**src/rtl/assert_macros.svh**
```systemverilog
`ifndef ASSERT_MACROS_SVH
`define ASSERT_MACROS_SVH

// checked only out of reset
`define ODRLM_ASSERT(lbl, prop, msg) \
    lbl: assert property (@(posedge i_clk) disable iff (!i_rst_n) (prop)) \
        else $error(msg);

// checked on every edge, reset included
`define ODRLM_ASSERT_ALWAYS(lbl, prop, msg) \
    lbl: assert property (@(posedge i_clk) (prop)) else $error(msg);

`endif

```
**src/rtl/odrlm_pkg.sv**
```systemverilog
package odrlm_pkg;

    localparam int SAMPLE_W  = 12;
    localparam int CFG_W     = 12;
    localparam int PERIOD_W  = 10;
    localparam int CFG_IDX_W = 3;

    typedef struct packed {
        logic [SAMPLE_W-1:0] source_sample;
        logic [SAMPLE_W-1:0] out_volt_sample;
        logic [SAMPLE_W-1:0] out_curr_sample;
    } t_in;

    typedef struct packed {
        logic [6:0] pwm_compare;
        logic       load_pin;
        logic       dummy_pin;
        logic       overcurrent;
        logic [2:0] restarts;
    } t_out;

    typedef enum logic [CFG_IDX_W-1:0] {
        CFG_SOURCE_MIN,
        CFG_LIGHT_BAND_LOW,
        CFG_LIGHT_BAND_HIGH,
        CFG_HEAVY_BAND_LOW,
        CFG_HEAVY_BAND_HIGH,
        CFG_CURRENT_SPLIT,
        CFG_OVERCURRENT_LIMIT,
        CFG_STAGE_PERIOD
    } t_cfg_idx;

    typedef struct packed {
        logic [CFG_W-1:0] source_min;
        logic [CFG_W-1:0] light_band_low;
        logic [CFG_W-1:0] light_band_high;
        logic [CFG_W-1:0] heavy_band_low;
        logic [CFG_W-1:0] heavy_band_high;
        logic [CFG_W-1:0] current_split;
        logic [CFG_W-1:0] overcurrent_limit;
    } t_reg_cfg;

    typedef struct packed {
        t_reg_cfg            band;
        logic [PERIOD_W-1:0] stage_period;
    } t_cfg;

    localparam t_cfg CFG_RESET = {
        12'd460, 12'd581, 12'd598, 12'd592, 12'd609, 12'd745, 12'd1241, 10'd300
    };

    typedef struct packed {
        logic [6:0] compare;
        logic       overcurrent;
    } t_reg_result;

    typedef struct packed {
        logic       load_off;
        logic       dummy_on;
        logic [2:0] restarts;
    } t_load_status;

    // regulator constants
    localparam logic [SAMPLE_W-1:0] OV_LIGHT   = 12'd608;
    localparam logic [SAMPLE_W-1:0] OV_HEAVY   = 12'd618;
    localparam logic [SAMPLE_W-1:0] SOFT_VOLT  = 12'd553;
    localparam int                  SOFT_DUTY  = 98;
    localparam logic [6:0]          OC_COMPARE = 7'd10;

    // load hand-off constants
    localparam logic [SAMPLE_W-1:0] ATTACH_VOLT      = 12'd541;
    localparam logic [SAMPLE_W-1:0] ATTACH_CURR      = 12'd50;
    localparam logic [SAMPLE_W-1:0] LIGHT_CURR_LO    = 12'd30;
    localparam logic [SAMPLE_W-1:0] LIGHT_CURR_HI    = 12'd199;
    localparam logic [SAMPLE_W-1:0] HEAVY_CURR       = 12'd223;
    localparam logic [9:0]          LIGHT_LIMIT      = 10'd600;
    localparam logic [10:0]         STOP_LIMIT_EARLY = 11'd236;
    localparam logic [10:0]         STOP_LIMIT_LATE  = 11'd1036;
    localparam logic [2:0]          RESTART_EARLY    = 3'd3;
    localparam logic [2:0]          RESTART_MAX      = 3'd6;

endpackage

```
**src/rtl/odrlm_regulator.sv**
```systemverilog
`include "assert_macros.svh"

module odrlm_regulator
    import odrlm_pkg::*;
#(
    parameter int DUTY_MAX = 100
) (
    input  logic                i_clk,
    input  logic                i_rst_n,
    input  logic                i_fire,
    input  t_reg_cfg            i_cfg,
    input  t_in                 i_prev,
    input  logic [SAMPLE_W-1:0] i_fresh_volt,
    input  logic [SAMPLE_W-1:0] i_fresh_curr,
    output t_reg_result         o_result
);

    localparam int DUTY_TOP = (DUTY_MAX > SOFT_DUTY + 1) ? DUTY_MAX : SOFT_DUTY + 1;
    localparam int DW       = $clog2(DUTY_TOP + 1);

    logic [DW-1:0]       r_duty;
    logic [DW-1:0]       n_duty;
    logic                r_started;
    logic                n_started;

    logic                heavy;
    logic                run;
    logic                hold;
    logic                rise;
    logic                ov;
    logic [SAMPLE_W-1:0] lo;
    logic [SAMPLE_W-1:0] hi;
    logic [DW:0]         step;
    logic [DW-1:0]       reg_duty;
    logic [6:0]          compare;
    logic                oc;

    always_comb begin
        heavy = i_prev.out_curr_sample > i_cfg.current_split;
        run   = i_prev.source_sample >= i_cfg.source_min;
        lo    = heavy ? i_cfg.heavy_band_low  : i_cfg.light_band_low;
        hi    = heavy ? i_cfg.heavy_band_high : i_cfg.light_band_high;
        hold  = (i_prev.out_volt_sample > lo) && (i_prev.out_volt_sample < hi);
        rise  = !hold && (i_prev.out_volt_sample <= lo);

        if (hold) begin
            step = {1'b0, r_duty};
        end else if (rise) begin
            step = {1'b0, r_duty} + (DW+1)'(1);
        end else if (r_duty != '0) begin
            step = {1'b0, r_duty} - (DW+1)'(1);
        end else begin
            step = '0;
        end
        if (step > (DW+1)'(DUTY_MAX)) begin
            step = (DW+1)'(DUTY_MAX);
        end

        ov = heavy ? (i_prev.out_volt_sample > OV_HEAVY)
                   : (i_prev.out_volt_sample > OV_LIGHT);
        if (ov) begin
            reg_duty = (step > (DW+1)'(1)) ? DW'(step - (DW+1)'(2)) : '0;
        end else begin
            reg_duty = DW'(step);
        end

        if (run) begin
            compare = reg_duty[6:0];
        end else begin
            reg_duty = r_duty;
            compare  = '0;
        end

        // one-time soft-start bump
        n_duty    = reg_duty;
        n_started = r_started;
        if ((i_fresh_volt < SOFT_VOLT) && !r_started) begin
            if (reg_duty < DW'(SOFT_DUTY)) begin
                n_duty  = reg_duty + DW'(2);
                compare = n_duty[6:0];
            end
            n_started = 1'b1;
        end

        oc = i_fresh_curr > i_cfg.overcurrent_limit;
        if (oc) begin
            compare = OC_COMPARE;
        end

        o_result.compare     = compare;
        o_result.overcurrent = oc;
    end

    always_ff @(posedge i_clk) begin
        if (!i_rst_n) begin
            r_duty    <= DW'(1);
            r_started <= 1'b0;
        end else if (i_fire) begin
            r_duty    <= n_duty;
            r_started <= n_started;
        end
    end

    `ODRLM_ASSERT(a_duty_range, r_duty <= DW'(DUTY_TOP), "duty beyond its range")
    `ODRLM_ASSERT(a_started_sticks, r_started |=> r_started, "soft-start flag cleared")

endmodule

```
**src/rtl/odrlm_load_ctrl.sv**
```systemverilog
`include "assert_macros.svh"

module odrlm_load_ctrl
    import odrlm_pkg::*;
(
    input  logic                i_clk,
    input  logic                i_rst_n,
    input  logic                i_fire,
    input  logic [PERIOD_W-1:0] i_period,
    input  logic [SAMPLE_W-1:0] i_prev_volt,
    input  logic [SAMPLE_W-1:0] i_prev_curr,
    input  logic [SAMPLE_W-1:0] i_fresh_curr,
    output t_load_status        o_status
);

    logic [PERIOD_W-1:0] r_pass;
    logic [PERIOD_W-1:0] n_pass;
    logic [1:0]          r_attach;
    logic [1:0]          n_attach;
    logic [9:0]          r_light;
    logic [9:0]          n_light;
    logic [10:0]         r_stop;
    logic [10:0]         n_stop;
    logic [2:0]          r_restart;
    logic [2:0]          n_restart;
    logic                r_dummy_on;
    logic                n_dummy_on;
    logic                r_load_off;
    logic                n_load_off;

    logic [PERIOD_W:0]   pass_inc;
    logic                stage;
    logic [2:0]          attach;
    logic [10:0]         stop_limit;

    always_comb begin
        pass_inc = {1'b0, r_pass} + (PERIOD_W+1)'(1);
        stage    = pass_inc > {1'b0, i_period};
        n_pass   = stage ? PERIOD_W'(1) : pass_inc[PERIOD_W-1:0];

        attach     = {1'b0, r_attach};
        n_dummy_on = r_dummy_on;
        n_load_off = r_load_off;

        // stage check on the stored samples
        if (stage && r_dummy_on) begin
            if ((i_prev_curr > ATTACH_CURR) && (i_prev_volt > ATTACH_VOLT)) begin
                attach = attach + 3'd1;
            end
            if (i_prev_curr < ATTACH_CURR) begin
                attach = 3'd1;
            end
            if (attach > 3'd3) begin
                n_dummy_on = 1'b0;
                n_load_off = 1'b0;
                attach     = 3'd1;
            end
        end
        n_attach = attach[1:0];

        // low-current shutdown on the fresh current sample
        n_light    = r_light;
        n_stop     = r_stop;
        n_restart  = r_restart;
        stop_limit = (r_restart < RESTART_EARLY) ? STOP_LIMIT_EARLY : STOP_LIMIT_LATE;
        if (!n_dummy_on) begin
            if ((i_fresh_curr > LIGHT_CURR_LO) && (i_fresh_curr < LIGHT_CURR_HI)) begin
                n_light = n_light + 10'd1;
            end
            if (i_fresh_curr > HEAVY_CURR) begin
                n_light = 10'd1;
            end
            if (n_light > LIGHT_LIMIT) begin
                n_stop  = n_stop + 11'd1;
                n_light = 10'd1;
            end
            if (n_stop > stop_limit) begin
                n_load_off = 1'b1;
                n_dummy_on = 1'b1;
                n_stop     = 11'd1;
                n_restart  = n_restart + 3'd1;
            end
        end
        if (n_restart > RESTART_MAX) begin
            n_restart = '0;
        end

        o_status.load_off = n_load_off;
        o_status.dummy_on = n_dummy_on;
        o_status.restarts = n_restart;
    end

    always_ff @(posedge i_clk) begin
        if (!i_rst_n) begin
            r_pass     <= PERIOD_W'(1);
            r_attach   <= '0;
            r_light    <= 10'd1;
            r_stop     <= 11'd1;
            r_restart  <= '0;
            r_dummy_on <= 1'b1;
            r_load_off <= 1'b1;
        end else if (i_fire) begin
            r_pass     <= n_pass;
            r_attach   <= n_attach;
            r_light    <= n_light;
            r_stop     <= n_stop;
            r_restart  <= n_restart;
            r_dummy_on <= n_dummy_on;
            r_load_off <= n_load_off;
        end
    end

    `ODRLM_ASSERT(a_pins_paired, r_dummy_on == r_load_off, "dummy and load pins disagree")
    `ODRLM_ASSERT(a_restart_range, r_restart <= RESTART_MAX, "restart count past wrap")

endmodule

```
**src/rtl/output_duty_regulator_load_manager.sv**
```systemverilog
// Duty regulator and dummy/real load hand-off. Each item carries one control
// pass worth of source voltage, output voltage and output current samples and
// gives exactly one result: the PWM compare value, both load pin levels, an
// overcurrent flag and the restart count. Regulation and the periodic stage
// check use the samples of the previous item; the soft-start bump, the
// overcurrent override and the low-current shutdown use the fresh ones. An
// item is taken into an input register and worked by compares, increments and
// muxes into a result register; the block accepts one item every cycle while
// results are taken, and a result is offered once its item has reached the
// result register. A held result stalls the input only once the input
// register is also full. The user must write configuration registers through
// the plain write port while the block is idle; the block does not enforce
// this. DUTY_MAX sets the duty clamp and the width of the duty register.
`include "assert_macros.svh"

module output_duty_regulator_load_manager
    import odrlm_pkg::*;
#(
    parameter int DUTY_MAX = 100
) (
    input  logic                 i_clk,
    input  logic                 i_rst_n,
    input  logic                 i_cfg_wen,
    input  logic [CFG_IDX_W-1:0] i_cfg_index,
    input  logic [CFG_W-1:0]     i_cfg_data,
    input  logic                 i_in_valid,
    output logic                 o_in_ready,
    input  t_in                  i_in_data,
    output logic                 o_out_valid,
    input  logic                 i_out_ready,
    output t_out                 o_out_data
);

    t_cfg         r_cfg;
    logic         r_in_valid;
    t_in          r_in;
    t_in          r_prev;
    logic         r_out_valid;
    t_out         r_out;

    logic         fire;
    logic         in_accept;
    t_reg_result  reg_result;
    t_load_status load_status;

    assign fire      = r_in_valid && (!r_out_valid || i_out_ready);
    assign o_in_ready = !r_in_valid || fire;
    assign in_accept = i_in_valid && o_in_ready;

    always_ff @(posedge i_clk) begin
        if (!i_rst_n) begin
            r_cfg <= CFG_RESET;
        end else if (i_cfg_wen) begin
            case (t_cfg_idx'(i_cfg_index))
                CFG_SOURCE_MIN:        r_cfg.band.source_min        <= i_cfg_data;
                CFG_LIGHT_BAND_LOW:    r_cfg.band.light_band_low    <= i_cfg_data;
                CFG_LIGHT_BAND_HIGH:   r_cfg.band.light_band_high   <= i_cfg_data;
                CFG_HEAVY_BAND_LOW:    r_cfg.band.heavy_band_low    <= i_cfg_data;
                CFG_HEAVY_BAND_HIGH:   r_cfg.band.heavy_band_high   <= i_cfg_data;
                CFG_CURRENT_SPLIT:     r_cfg.band.current_split     <= i_cfg_data;
                CFG_OVERCURRENT_LIMIT: r_cfg.band.overcurrent_limit <= i_cfg_data;
                CFG_STAGE_PERIOD:      r_cfg.stage_period <= i_cfg_data[PERIOD_W-1:0];
                default: begin
                end
            endcase
        end
    end

    // input register
    always_ff @(posedge i_clk) begin
        if (!i_rst_n) begin
            r_in_valid <= 1'b0;
        end else if (in_accept) begin
            r_in_valid <= 1'b1;
        end else if (fire) begin
            r_in_valid <= 1'b0;
        end
    end

    always_ff @(posedge i_clk) begin
        if (in_accept) begin
            r_in <= i_in_data;
        end
    end

    // samples kept for the next pass
    always_ff @(posedge i_clk) begin
        if (!i_rst_n) begin
            r_prev <= '0;
        end else if (fire) begin
            r_prev <= r_in;
        end
    end

    odrlm_regulator #(
        .DUTY_MAX (DUTY_MAX)
    ) u_regulator (
        .i_clk        (i_clk),
        .i_rst_n      (i_rst_n),
        .i_fire       (fire),
        .i_cfg        (r_cfg.band),
        .i_prev       (r_prev),
        .i_fresh_volt (r_in.out_volt_sample),
        .i_fresh_curr (r_in.out_curr_sample),
        .o_result     (reg_result)
    );

    odrlm_load_ctrl u_load_ctrl (
        .i_clk        (i_clk),
        .i_rst_n      (i_rst_n),
        .i_fire       (fire),
        .i_period     (r_cfg.stage_period),
        .i_prev_volt  (r_prev.out_volt_sample),
        .i_prev_curr  (r_prev.out_curr_sample),
        .i_fresh_curr (r_in.out_curr_sample),
        .o_status     (load_status)
    );

    // result register
    always_ff @(posedge i_clk) begin
        if (!i_rst_n) begin
            r_out_valid <= 1'b0;
        end else if (fire) begin
            r_out_valid <= 1'b1;
        end else if (i_out_ready) begin
            r_out_valid <= 1'b0;
        end
    end

    always_ff @(posedge i_clk) begin
        if (fire) begin
            r_out.pwm_compare <= reg_result.compare;
            r_out.overcurrent <= reg_result.overcurrent;
            r_out.load_pin    <= load_status.load_off;
            r_out.dummy_pin   <= load_status.dummy_on;
            r_out.restarts    <= load_status.restarts;
        end
    end

    assign o_out_valid = r_out_valid;
    assign o_out_data  = r_out;

    `ODRLM_ASSERT(a_fire_loads_result, fire |=> o_out_valid, "worked item gave no result")
    `ODRLM_ASSERT_ALWAYS(a_reset_empties, !i_rst_n |=> !o_out_valid && !r_in_valid, "not empty after reset")
    `ODRLM_ASSERT(a_oc_compare, fire && reg_result.overcurrent |=> o_out_data.pwm_compare == OC_COMPARE, "overcurrent compare lost")

endmodule

```
**config.mk**
```make
export PLATFORM = sky130hd
export DESIGN_NAME = output_duty_regulator_load_manager
export DESIGN_NICKNAME = d
export VERILOG_FILES = /design/src/rtl/odrlm_pkg.sv /design/src/rtl/odrlm_regulator.sv /design/src/rtl/odrlm_load_ctrl.sv /design/src/rtl/output_duty_regulator_load_manager.sv
export VERILOG_INCLUDE_DIRS = /design/src /design/src/rtl
export SDC_FILE = /design/constraint.sdc
export NUM_CORES = 1
export LEC_CHECK = 0
export ABC_AREA = 1
export ABC_CLOCK_PERIOD_IN_PS = 7900
export BUFFER_PORTS_ARGS = -buffer_cell sky130_fd_sc_hd__buf_2
export CORE_ASPECT_RATIO = 0.7
export CORE_UTILIZATION = 25
export DETAILED_ROUTE_END_ITERATION = 8
export GPL_TIMING_DRIVEN = 0
export PLACE_DENSITY = 0.5
export SETUP_SLACK_MARGIN = 0.02
export SYNTH_ARGS = -nofsm -noshare
export SYNTH_HDL_FRONTEND = slang
export SYNTH_SLANG_ARGS = --single-unit
```
**constraint.sdc**
```tcl
create_clock -name i_clk -period 7.9 [get_ports i_clk]
set_input_delay 1.58 -clock i_clk [delete_from_list [all_inputs] [get_ports i_clk]]
set_output_delay 1.58 -clock i_clk [all_outputs]
set_load 0.01 [all_outputs]
```
==> results of run 1 <==
-- kinds of logic (layout without fill, tap and decap cells) --
group	Yosys count	after routing	share of synthesized area
flip-flops	227	227	0.411
multiplexers	23	23	0.0189
AO/OA/AOI/OAI	307	307	0.139
other	0	1	0
buffers and inverters	255	365	0.0794
adder cells (fa/ha/maj)	84	84	0.0859
AND/OR/NAND/NOR	661	661	0.242
XOR/XNOR	33	33	0.0236
-- worst paths after layout --
path	from	end	slack, ns	cells after the start
setup / recovery	r_prev[7]$_SDFFE_PN0P_	o_out_data[12]$_SDFFCE_PP0P_	1.14	39
hold / removal	r_cfg[76]$_SDFFE_PN1P_	r_cfg[76]$_SDFFE_PN1P_	0.46	2
setup reg to reg	r_prev[7]$_SDFFE_PN0P_	o_out_data[12]$_SDFFCE_PP0P_	1.14	39
hold reg to reg	r_cfg[76]$_SDFFE_PN1P_	r_cfg[76]$_SDFFE_PN1P_	0.46	2
-- cell usage in the layout (no fill, tap or decap), types with 6 or more instances in the layout --
master,instances
clkbuf_16,26
dfxtp_1,178
inv_1,183
nand3_1,82
clkbuf_8,9
nand2_4,8
inv_2,6
nand2_2,10
ha_1,84
nor3_1,16
o211ai_1,20
xor2_1,28
o21ai_1,8
mux2i_1,22
nand4_1,26
nor4_1,8
a211oi_1,8
a21oi_1,112
o21ai_0,130
clkbuf_1,54
nand2_1,287
buf_2,64
nor2_1,192
edfxtp_1,49
-- power breakdown --
part / switching, W / internal [W]
combinational: 0.000328 / 0.000160
clock: 0.000515 / 0.000691
sequential: 0.0000363 / 0.00124
-- synthesized netlist by cell type (all sizes together), types with 2 or more instances --
master	n	area, sq um
or2	3	18.8
mux2i	22	220
ha	84	1050
o21a	2	15.0
clkbuf	54	204
a221oi	2	17.5
a211oi	8	60.1
a21boi	2	15.0
o2111ai	2	23.8
o311ai	2	17.5
nand3	88	478
dfxtp	178	3560
buf	8	43.8
nor4	11	105
o21ai	140	708
o31ai	2	15.0
nand4	27	175
a21oi	114	586
a31oi	3	18.8
o211ai	20	150
nand2	305	1230
nand3b	5	37.5
o21bai	3	22.5
o22ai	2	12.5
xnor2	5	43.8
inv	189	709
nor2	201	797
xor2	28	245
nor3	17	90.1
edfxtp	49	1470
clkinv	4	15.0
nor3b	2	15.0
-- flip-flops by register name (all words and copies together), names as in the netlist --
name	flops
u_load_ctrl.r_light	10
u_load_ctrl.r_dummy_on	1
o_out_data	13
r_prev	36
u_load_ctrl.r_pass	10
r_in_valid	1
r_in	36
u_load_ctrl.r_attach	2
o_out_valid	1
u_regulator.r_duty	7
u_load_ctrl.r_stop	11
u_load_ctrl.r_restart	3
u_regulator.r_started	1
u_load_ctrl.r_load_off	1
r_cfg	94
-- per-layer routing --
layer  vias to the layer above  part of all wire
met1                      5024              0.52
met2                       313              0.39
met3                        52             0.065
li1                       5477                 -
met4                         0             0.019
met5                         -                 0
-- through the flow --
| step | cells | hold slack [ns] |
|---|---|---|
| floorplan | 1590 | 0.423 |
| global placement | 2307 | 0.437 |
| detailed placement | 2308 | 0.444 |
| CTS | 2354 | 0.461 |
| global route | 2355 | 0.475 |
| finish | 2356 | 0.458 |
-- cell type report --
class | count | share of cell area
multi-input combinational | 1108 | 0.437
sequential | 227 | 0.353
tap | 655 | 0.0575
clock buffer | 36 | 0.0546
inverter | 193 | 0.0508
timing repair buffer | 64 | 0.0242
buffer | 62 | 0.0174
clock inverter | 10 | 0.00553
antenna | 1 | 0.000175
-- worst max-delay path, delay by kind of cell, from the launching register on --
kind,cells,cell delay [ns]
fa+ha+maj,4,1.10
flops,1,0.35
compound gates,3,0.27
buf+inv,5,0.95
simple gates,26,3.47
mux,1,0.33
==> out/metrics.csv, run 1 <==
metric;value;unit
grt_first_pass_wirelength;57.7;mm
design_area;0.0143;sq mm
grt_pass1_vias;9870;
drt-total-wl;37.5;mm
required;8.19;ns
nNetsFinal;1821;
avgSynthCellArea;7.70;sq um
grtUsageMet1;0.232;
preCtsSetupSlack;1.19;ns
drive_above_1_share;0.0976;
finalPower;0.00297;W
slowest_stage;buf_1;
endpoint_kind;flip-flop;
vdd_ir_drop_max;0.159;mV
grt_use_met2;0.207;
remaining_drc_errors;0;
min-delay-path-class;reg2reg;
antenna_found_initial;2;
status;finished clean;
fin_crit;6.76;ns
synth_edf_count;49;
io_buffers;62;
rsz0062_at_grt;false;
post-route-worst-setup-slack;1.14;ns
netlist_area;0.0122;sq mm
grtUsageTotal;0.149;
drtAntennaViolNets;0;
ys_warn_count;0;
synthFlopType;dfxtp_1;
fp-row-count;67;
firstDrtPassIters;7;
clockRootBuffer;clkbuf_16;
skew;0.0220;ns
globalRouteOverflowTotal;0;
die_x;266;um
grt_max_degree;24;
crit_type;reg2reg;
die_area;0.0499;sq mm
crit_path_frequent_cell;nand2_1;
clk_pin_slew;0.07;ns
drt_iter0_markers;931;
power_density;208;mW/mm^2
start_kind;flip-flop;
synthCells;1590;
cts_resized;0;
placed_area;0.0134;sq mm
grt.busiest_layer;met1;
max_slew.worst_pin.slew;1.01;ns
setup_viol;0;
relSlewSlack;0.323;
cpPeakStageDelay;0.63;ns
io_pins;71;
syn-num-nets;1730;
die_h;187;um
leakagePower;6.25;nW
timing.fmax;148;MHz
yosysUniqueCellTypes;60;
post-cts-setup-buffers;0;
seqCellArea;0.00503;sq mm
cts_max_level;1;
vias;10866;
gp_congestion;0.850;
finalCritPeriodShare;0.855;
worstPathArrival;7.05;ns
clockBufferDepth;3;
met3_usage;0.0279;
core_area;0.0481;sq mm
initial_core_util;0.254;
hold_viol_final;0;
n_fill_cell;5225;
cap_violations;0;
hpwlAfterDp;28.0;mm
async_flop_share;0;
yosysSeqAreaShare;0.411;
viasPerCell;4.61;
cts_tree;built;
clkLatencyLatePin;0.56;ns
multiInputGateArea;0.00623;sq mm
holdBufCountCts;0;
wl_per_cell;15.9;um
path_max_fanout;10;
setup_tns;0;ns
syn2layout_area_growth;16.5;%
synth-seq-cells;227;
cts_sinks;227;
numCtsBuffers;25;
final_core_util;0.296;
drv_slew;0;
(Power assumes the default switching activity.)
==> run 2, diff against run 1 <==
--- a/config.mk
+++ b/config.mk
@@ -7,13 +7,13 @@
 export NUM_CORES = 1
 export LEC_CHECK = 0
 export ABC_AREA = 1
-export ABC_CLOCK_PERIOD_IN_PS = 7900
+export ABC_CLOCK_PERIOD_IN_PS = 6100
 export BUFFER_PORTS_ARGS = -buffer_cell sky130_fd_sc_hd__buf_2
-export CORE_ASPECT_RATIO = 0.7
+export CORE_ASPECT_RATIO = 0.5
 export CORE_UTILIZATION = 25
 export DETAILED_ROUTE_END_ITERATION = 8
 export GPL_TIMING_DRIVEN = 0
-export PLACE_DENSITY = 0.5
+export PLACE_DENSITY = 0.52
 export SETUP_SLACK_MARGIN = 0.02
 export SYNTH_ARGS = -nofsm -noshare
 export SYNTH_HDL_FRONTEND = slang
==> constraint.sdc (replaced) <==
create_clock -name i_clk -period 6.1 [get_ports i_clk]
set_input_delay 1.22 -clock i_clk [delete_from_list [all_inputs] [get_ports i_clk]]
set_output_delay 1.22 -clock i_clk [all_outputs]
set_load 0.01 [all_outputs]
==> run 2 against run 1 <==
Against the previous run: global-route usage down 0.92 points; via count shrank 2.9%; clock power grew 40%; non-clock buffer count up 12; register-to-register slack got worse by 0.69 ns.
==> out/metrics.csv, run 2 (synthesis results as in run 1) <==
metric;value;unit;change
cts_sinks;227;;unchanged
largest_reg_flops;94;;unchanged
vdd_ir_drop_max;0.194;mV;+22%
cpPeakStageDelay;0.35;ns;-0.28 ns
fin_cells;2352;;-0.17%
start_kind;flip-flop;;
min-delay-path-class;reg2reg;;
nNetsFinal;1834;;+0.71%
vias;10551;;-2.9%
path_buf_inv;6;;+1
numCtsBuffers;26;;+4.0%
fp-row-count;56;;-16%
skew;0.00819;ns;-0.0138 ns
gp_congestion;0.857;;+0.82%
clockRootBuffer;clkbuf_16;;
slowest_stage;nor4_4;;
globalRouteOverflowTotal;0;;unchanged
finalCritPeriodShare;0.925;;+0.0698
drtAntennaViolNets;0;;unchanged
leakagePower;6.34;nW;+1.5%
grtUsageTotal;0.140;;-0.00918
setup_viol;0;;unchanged
worstPathArrival;5.93;ns;-1.12 ns
status;finished clean;;
rsz0062_at_grt;false;;
final_core_util;0.305;;+0.00888
rrSetupSlack;0.46;ns;-0.69 ns
relSlewSlack;0.104;;-0.218
largest-register;r_cfg;;
holdBufCountCts;0;;unchanged
die_x;315;um;+18%
path_max_fanout;10;;unchanged
grt_max_degree;37;;+54%
firstDrtPassIters;4;;-3
initial_core_util;0.257;;+0.00290
fin_crit;5.64;ns;-1.11 ns
power_density;277;mW/mm^2;+33%
layout_commonest_cell;nand2_1;;
io_buffers;62;;unchanged
placed_cells;2290;;-0.78%
grt_pass1_vias;10007;;+1.4%
cp_top_family;simple AND/OR/NAND/NOR gates;;
max_slew.worst_pin.slew;1.34;ns;+0.331 ns
core_area;0.0476;sq mm;-1.1%
syn2layout_area_growth;18.7;%;
io_pins;71;;unchanged
clk_pin_slew;0.06;ns;about the same
cts_max_level;1;;unchanged
drive_above_1_share;0.113;;+0.0155
die_h;158;um;-15%
grt_first_pass_wirelength;55.0;mm;-4.8%
wl_per_cell;14.8;um;-7.0%
cts_tree;built;;
crit_path_frequent_cell;nand2_1;;
die_area;0.0499;sq mm;about the same
diodes;0;;-1
clkLatencyLatePin;0.54;ns;-0.02 ns
cap_violations;0;;unchanged
endpoint_kind;flip-flop;;
hpwlAfterDp;25.8;mm;-8.1%
layout_common_cells;279 x nand2_1, 191 x nor2_1, 183 x inv_1, 178 x dfxtp_1, 128 x o21ai_0;;
hold_viol_final;0;;unchanged
top_regs;r_cfg: 94 flops, r_in: 36 flops, r_prev: 36 flops;;
drv_slew;0;;unchanged
crit_type;reg2reg;;
remaining_drc_errors;0;;unchanged
clockBufferDepth;3;;unchanged
viasPerCell;4.49;;-2.7%
drt_iter0_markers;607;;-35%
timing.fmax;177;MHz;+20%
required;6.38;ns;-1.81 ns
drt-total-wl;34.8;mm;-7.2%
antenna_found_initial;0;;-2
run 2: changes by cell type in the layout (fill, tap and decap cells not counted), moves of 3 or more:
cell / change
nand2_2: +7
nand2_1: -8
clkbuf_8: -6
buf_4: +13
bufinv_16: +5
clkbuf_1: +5
nand3_1: -3
run 2: layout make-up:
type                    instances  area (sq um)
flip-flops and latches        227          5030
clock inverters                12           194
well taps                     638           798
repair buffers                 76           417
fillers                      5057         33000
multi-input cells            1108          6350
plain buffers                  62           268
inverters                     193           724
clock buffers                  36           739
run 2: stage by stage:
stage          hold slack [ns]  setup WS, ns  TNS (ns)  instance area, sq um  total power (W)
2_1_floorplan            0.423         0.741         0                 12200          0.00210
3_3_place_gp             0.438        -0.369     -3.36                 13300          0.00229
3_5_place_dp             0.445        -0.348     -3.13                 13300          0.00229
4_1_cts                  0.461         0.197         0                 14300          0.00400
5_1_grt                  0.482        0.0209         0                 14500          0.00421
6_report                 0.457         0.458         0                 14500          0.00402
run 2: per-layer routing:
metal / GRT usage / up-vias / wire length, um
li1: - / 5496 / -
met1: 0.185 / 4870 / 16700
met2: 0.240 / 143 / 16100
met3: 0.0198 / 42 / 1270
met4: 0.0310 / 0 / 675
met5: 0 / - / 0
run 2: worst min-delay path: stages, from the launching register on:
cell     delay, ns
dfxtp_1       0.33
nand2_1       0.05
nand3_1       0.05
run 2: what timing repair did:
action                                 CTS  global route
cloned                                   0             1
setup buffers                            2            11
gates resized for setup                  2            35
setup endpoints to repair               13            13
pin swaps                                1            14
endpoints found under the hold margin    0             0
run 2: power breakdown:
part / total [W] / leakage, nW / internal (W) / switching, W
clock network: 0.00170 / 0.454 / 0.00106 / 0.000643
logic: 0.000668 / 3.97 / 0.000241 / 0.000427
registers: 0.00165 / 1.92 / 0.00160 / 0.0000455
total: 0.00402 / 6.34 / 0.00290 / 0.00112
run 2: worst paths after layout:
path                                        startpoint                      endpoint  depth (start not counted)
worst min register to register  r_cfg[70]$_SDFFE_PN1P_        r_cfg[70]$_SDFFE_PN1P_                          2
worst min-delay path            r_cfg[70]$_SDFFE_PN1P_        r_cfg[70]$_SDFFE_PN1P_                          2
worst max-delay path            r_cfg[33]$_SDFFE_PN0P_  o_out_data[12]$_SDFFCE_PP0P_                         40
worst max register to register  r_cfg[33]$_SDFFE_PN0P_  o_out_data[12]$_SDFFCE_PP0P_                         40
==> run 3, diff against run 2 <==
--- a/config.mk
+++ b/config.mk
@@ -10,11 +10,12 @@
 export ABC_CLOCK_PERIOD_IN_PS = 6100
 export BUFFER_PORTS_ARGS = -buffer_cell sky130_fd_sc_hd__buf_2
 export CORE_ASPECT_RATIO = 0.5
-export CORE_UTILIZATION = 25
+export CORE_UTILIZATION = 40
 export DETAILED_ROUTE_END_ITERATION = 8
 export GPL_TIMING_DRIVEN = 0
-export PLACE_DENSITY = 0.52
+export PLACE_DENSITY = 0.69
 export SETUP_SLACK_MARGIN = 0.02
+export SLEW_MARGIN = 40
 export SYNTH_ARGS = -nofsm -noshare
 export SYNTH_HDL_FRONTEND = slang
 export SYNTH_SLANG_ARGS = --single-unit
==> run 3 against run 2 <==
Against the previous run: utilization increased by 16 points; maximum frequency decreased by 0.71%; total power decreased by 7.8%; critical path depth decreased by 1; critical path type unchanged; non-clock buffer count decreased by 8; cell count decreased by 11%; first-iteration DRC count increased by 54%.
==> out/metrics.csv, run 3 (synthesis results as in run 1) <==
metric;value;unit;change
drt-total-wl;32.5;mm;-6.5%
holdPathStages;2;;unchanged
grt_pass1_vias;10047;;+0.40%
worst_r2r_startpoint;r_cfg[31]$_SDFFE_PN1P_;;
io_buffers;62;;unchanged
worstReg2RegEnd;o_out_data[12]$_SDFFCE_PP0P_;;
path_max_fanout;10;;unchanged
n_fill_cell;2935;;-42%
slowest_stage;dfxtp_1;;
finalCritPeriodShare;0.931;;+0.00657
firstDrtPassIters;5;;+1
status;finished clean;;
max_slew.worst_pin.slew;0.836;ns;-0.508 ns
core_area;0.0295;sq mm;-38%
power_density;267;mW/mm^2;-3.4%
clockRootBuffer;clkbuf_16;;
layout_common_cells;284 x nand2_1, 192 x nor2_1, 183 x inv_1, 178 x dfxtp_1, 130 x o21ai_0;;
timing.fmax;176;MHz;-0.71%
start_kind;flip-flop;;
grt_max_degree;37;;unchanged
layout_commonest_cell;nand2_1;;
remaining_drc_errors;0;;unchanged
relSlewSlack;0.443;;+0.339
cts_tree;built;;
cts_max_level;1;;unchanged
syn2layout_area_growth;13.3;%;
viasPerCell;5.19;;+16%
preCtsSetupSlack;-0.316;ns;+0.0327 ns
die_h;126;um;-21%
post-route-worst-setup-slack;0.418;ns;-0.0401 ns
drt_iter0_markers;935;;+54%
drtAntennaViolNets;0;;unchanged
hold_viol_final;0;;unchanged
drv_slew;0;;unchanged
skew;0.0140;ns;+0.00586 ns
clockBufferDepth;3;;unchanged
die_area;0.0313;sq mm;-37%
cts_sinks;227;;unchanged
rsz0062_at_grt;false;;
die_x;249;um;-21%
r2r_cells;39;;-2.5%
fin_cells;2091;;-11%
crit_type;reg2reg;;
required;6.37;ns;about the same
final_core_util;0.470;;+0.165
crit_path_frequent_cell;nand2_1;;
antenna_found_initial;1;;+1
crit_path_start;r_cfg[31]$_SDFFE_PN1P_;;
finalPower;0.00371;W;-7.8%
io_pins;71;;unchanged
nNetsFinal;1823;;-0.60%
endpoint_kind;flip-flop;;
cap_violations;0;;unchanged
grt_first_pass_wirelength;52.2;mm;-5.0%
drive_above_1_share;0.0995;;-0.0137
rrSetupSlack;0.42;ns;-0.04 ns
clkLatencyLatePin;0.53;ns;about the same
worstPathArrival;5.95;ns;+0.02 ns
top_regs;r_cfg: 94 flops, r_in: 36 flops, r_prev: 36 flops;;
min-delay-path-class;reg2reg;;
fin_crit;5.68;ns;+0.0401 ns
grtUsageTotal;0.208;;+0.0681
cpPeakStageDelay;0.31;ns;-0.04 ns
largest-register;r_cfg;;
globalRouteOverflowTotal;0;;unchanged
leakagePower;6.22;nW;-1.9%
largest_reg_flops;94;;unchanged
worstHoldEndpoint;r_cfg[58]$_SDFFE_PN0P_;;
gp_congestion;0.893;;+4.2%
holdWs;0.459;ns;+0.00168 ns
fp-row-count;44;;-21%
numCtsBuffers;23;;-12%
setup_viol;0;;unchanged
vias;10862;;+2.9%
vdd_ir_drop_max;0.159;mV;-18%
initial_core_util;0.415;;+0.158
placed_cells;2043;;-11%
wl_per_cell;15.6;um;+5.1%
hp-start;r_cfg[58]$_SDFFE_PN0P_;;
clk_pin_slew;0.07;ns;about the same
hpwlAfterDp;24.0;mm;-6.8%
[run 3: changes by cell type in the layout (fill, tap and decap cells not counted), sizes merged]
cell,previous run,this run
buf,84,76
clkbuf,90,86
bufinv,5,2
clkinvlp,1,0
diode,0,1
inv,189,190
[run 3: critical path, delay by kind of cell (launching register included)]
family / cells / cell delay [ns]
flops: 1 / 0.31
mux: 1 / 0.22
buf+inv: 6 / 0.78
simple gates: 22 / 2.23
fa+ha+maj: 4 / 0.97
compound gates: 6 / 0.89
[run 3: final cells by class]
class,instances,area [sq um],share of cell area
Timing Repair Buffer,68,355,0.0256
Clock inverter,9,96.3,0.00695
Antenna cell,1,2.50,0.000180
Multi-Input combinational cell,1108,6250,0.451
Sequential cell,227,5030,0.363
Inverter,193,724,0.0522
Clock buffer,32,653,0.0471
Tap cell,391,489,0.0353
Buffer,62,264,0.0190
[run 3: how the worst max path moves through the flow]
stage,to
after floorplan,o_out_data[12]$_SDFFCE_PP0P_
after global placement,o_out_data[12]$_SDFFCE_PP0P_
after detailed placement,o_out_data[12]$_SDFFCE_PP0P_
after CTS,o_out_data[12]$_SDFFCE_PP0P_
after global routing,o_out_data[12]$_SDFFCE_PP0P_
final,o_out_data[12]$_SDFFCE_PP0P_
[run 3: metrics by stage]
stage                     setup TNS [ns]  cell area [sq um]
final                                  0              13900
after global routing                   0              13900
after CTS                              0              13800
after detailed placement           -2.70              13000
after global placement             -2.34              13000
after floorplan                        0              12200
[run 3: where the power goes]
group	internal (W)	switching (W)	total, W
registers	0.00160	0.0000450	0.00165
clock network	0.000832	0.000603	0.00144
logic	0.000216	0.000406	0.000622
[run 3: repair_timing]
action / CTS / global route
endpoints found under the setup margin: 13 / 13
hold buffers: 0 / 0
pin swaps: 1 / 2
gates cloned: 0 / 0
gates resized for setup: 2 / 11
setup buffers: 1 / 5
[run 3: metal layers]
metal / vias up / wire, um / global-route usage
li1: 5454 / - / -
met1: 5033 / 15100 / 0.283
met2: 311 / 14500 / 0.343
met3: 64 / 2050 / 0.0279
met4: 0 / 929 / 0.0646
met5: - / 0 / 0
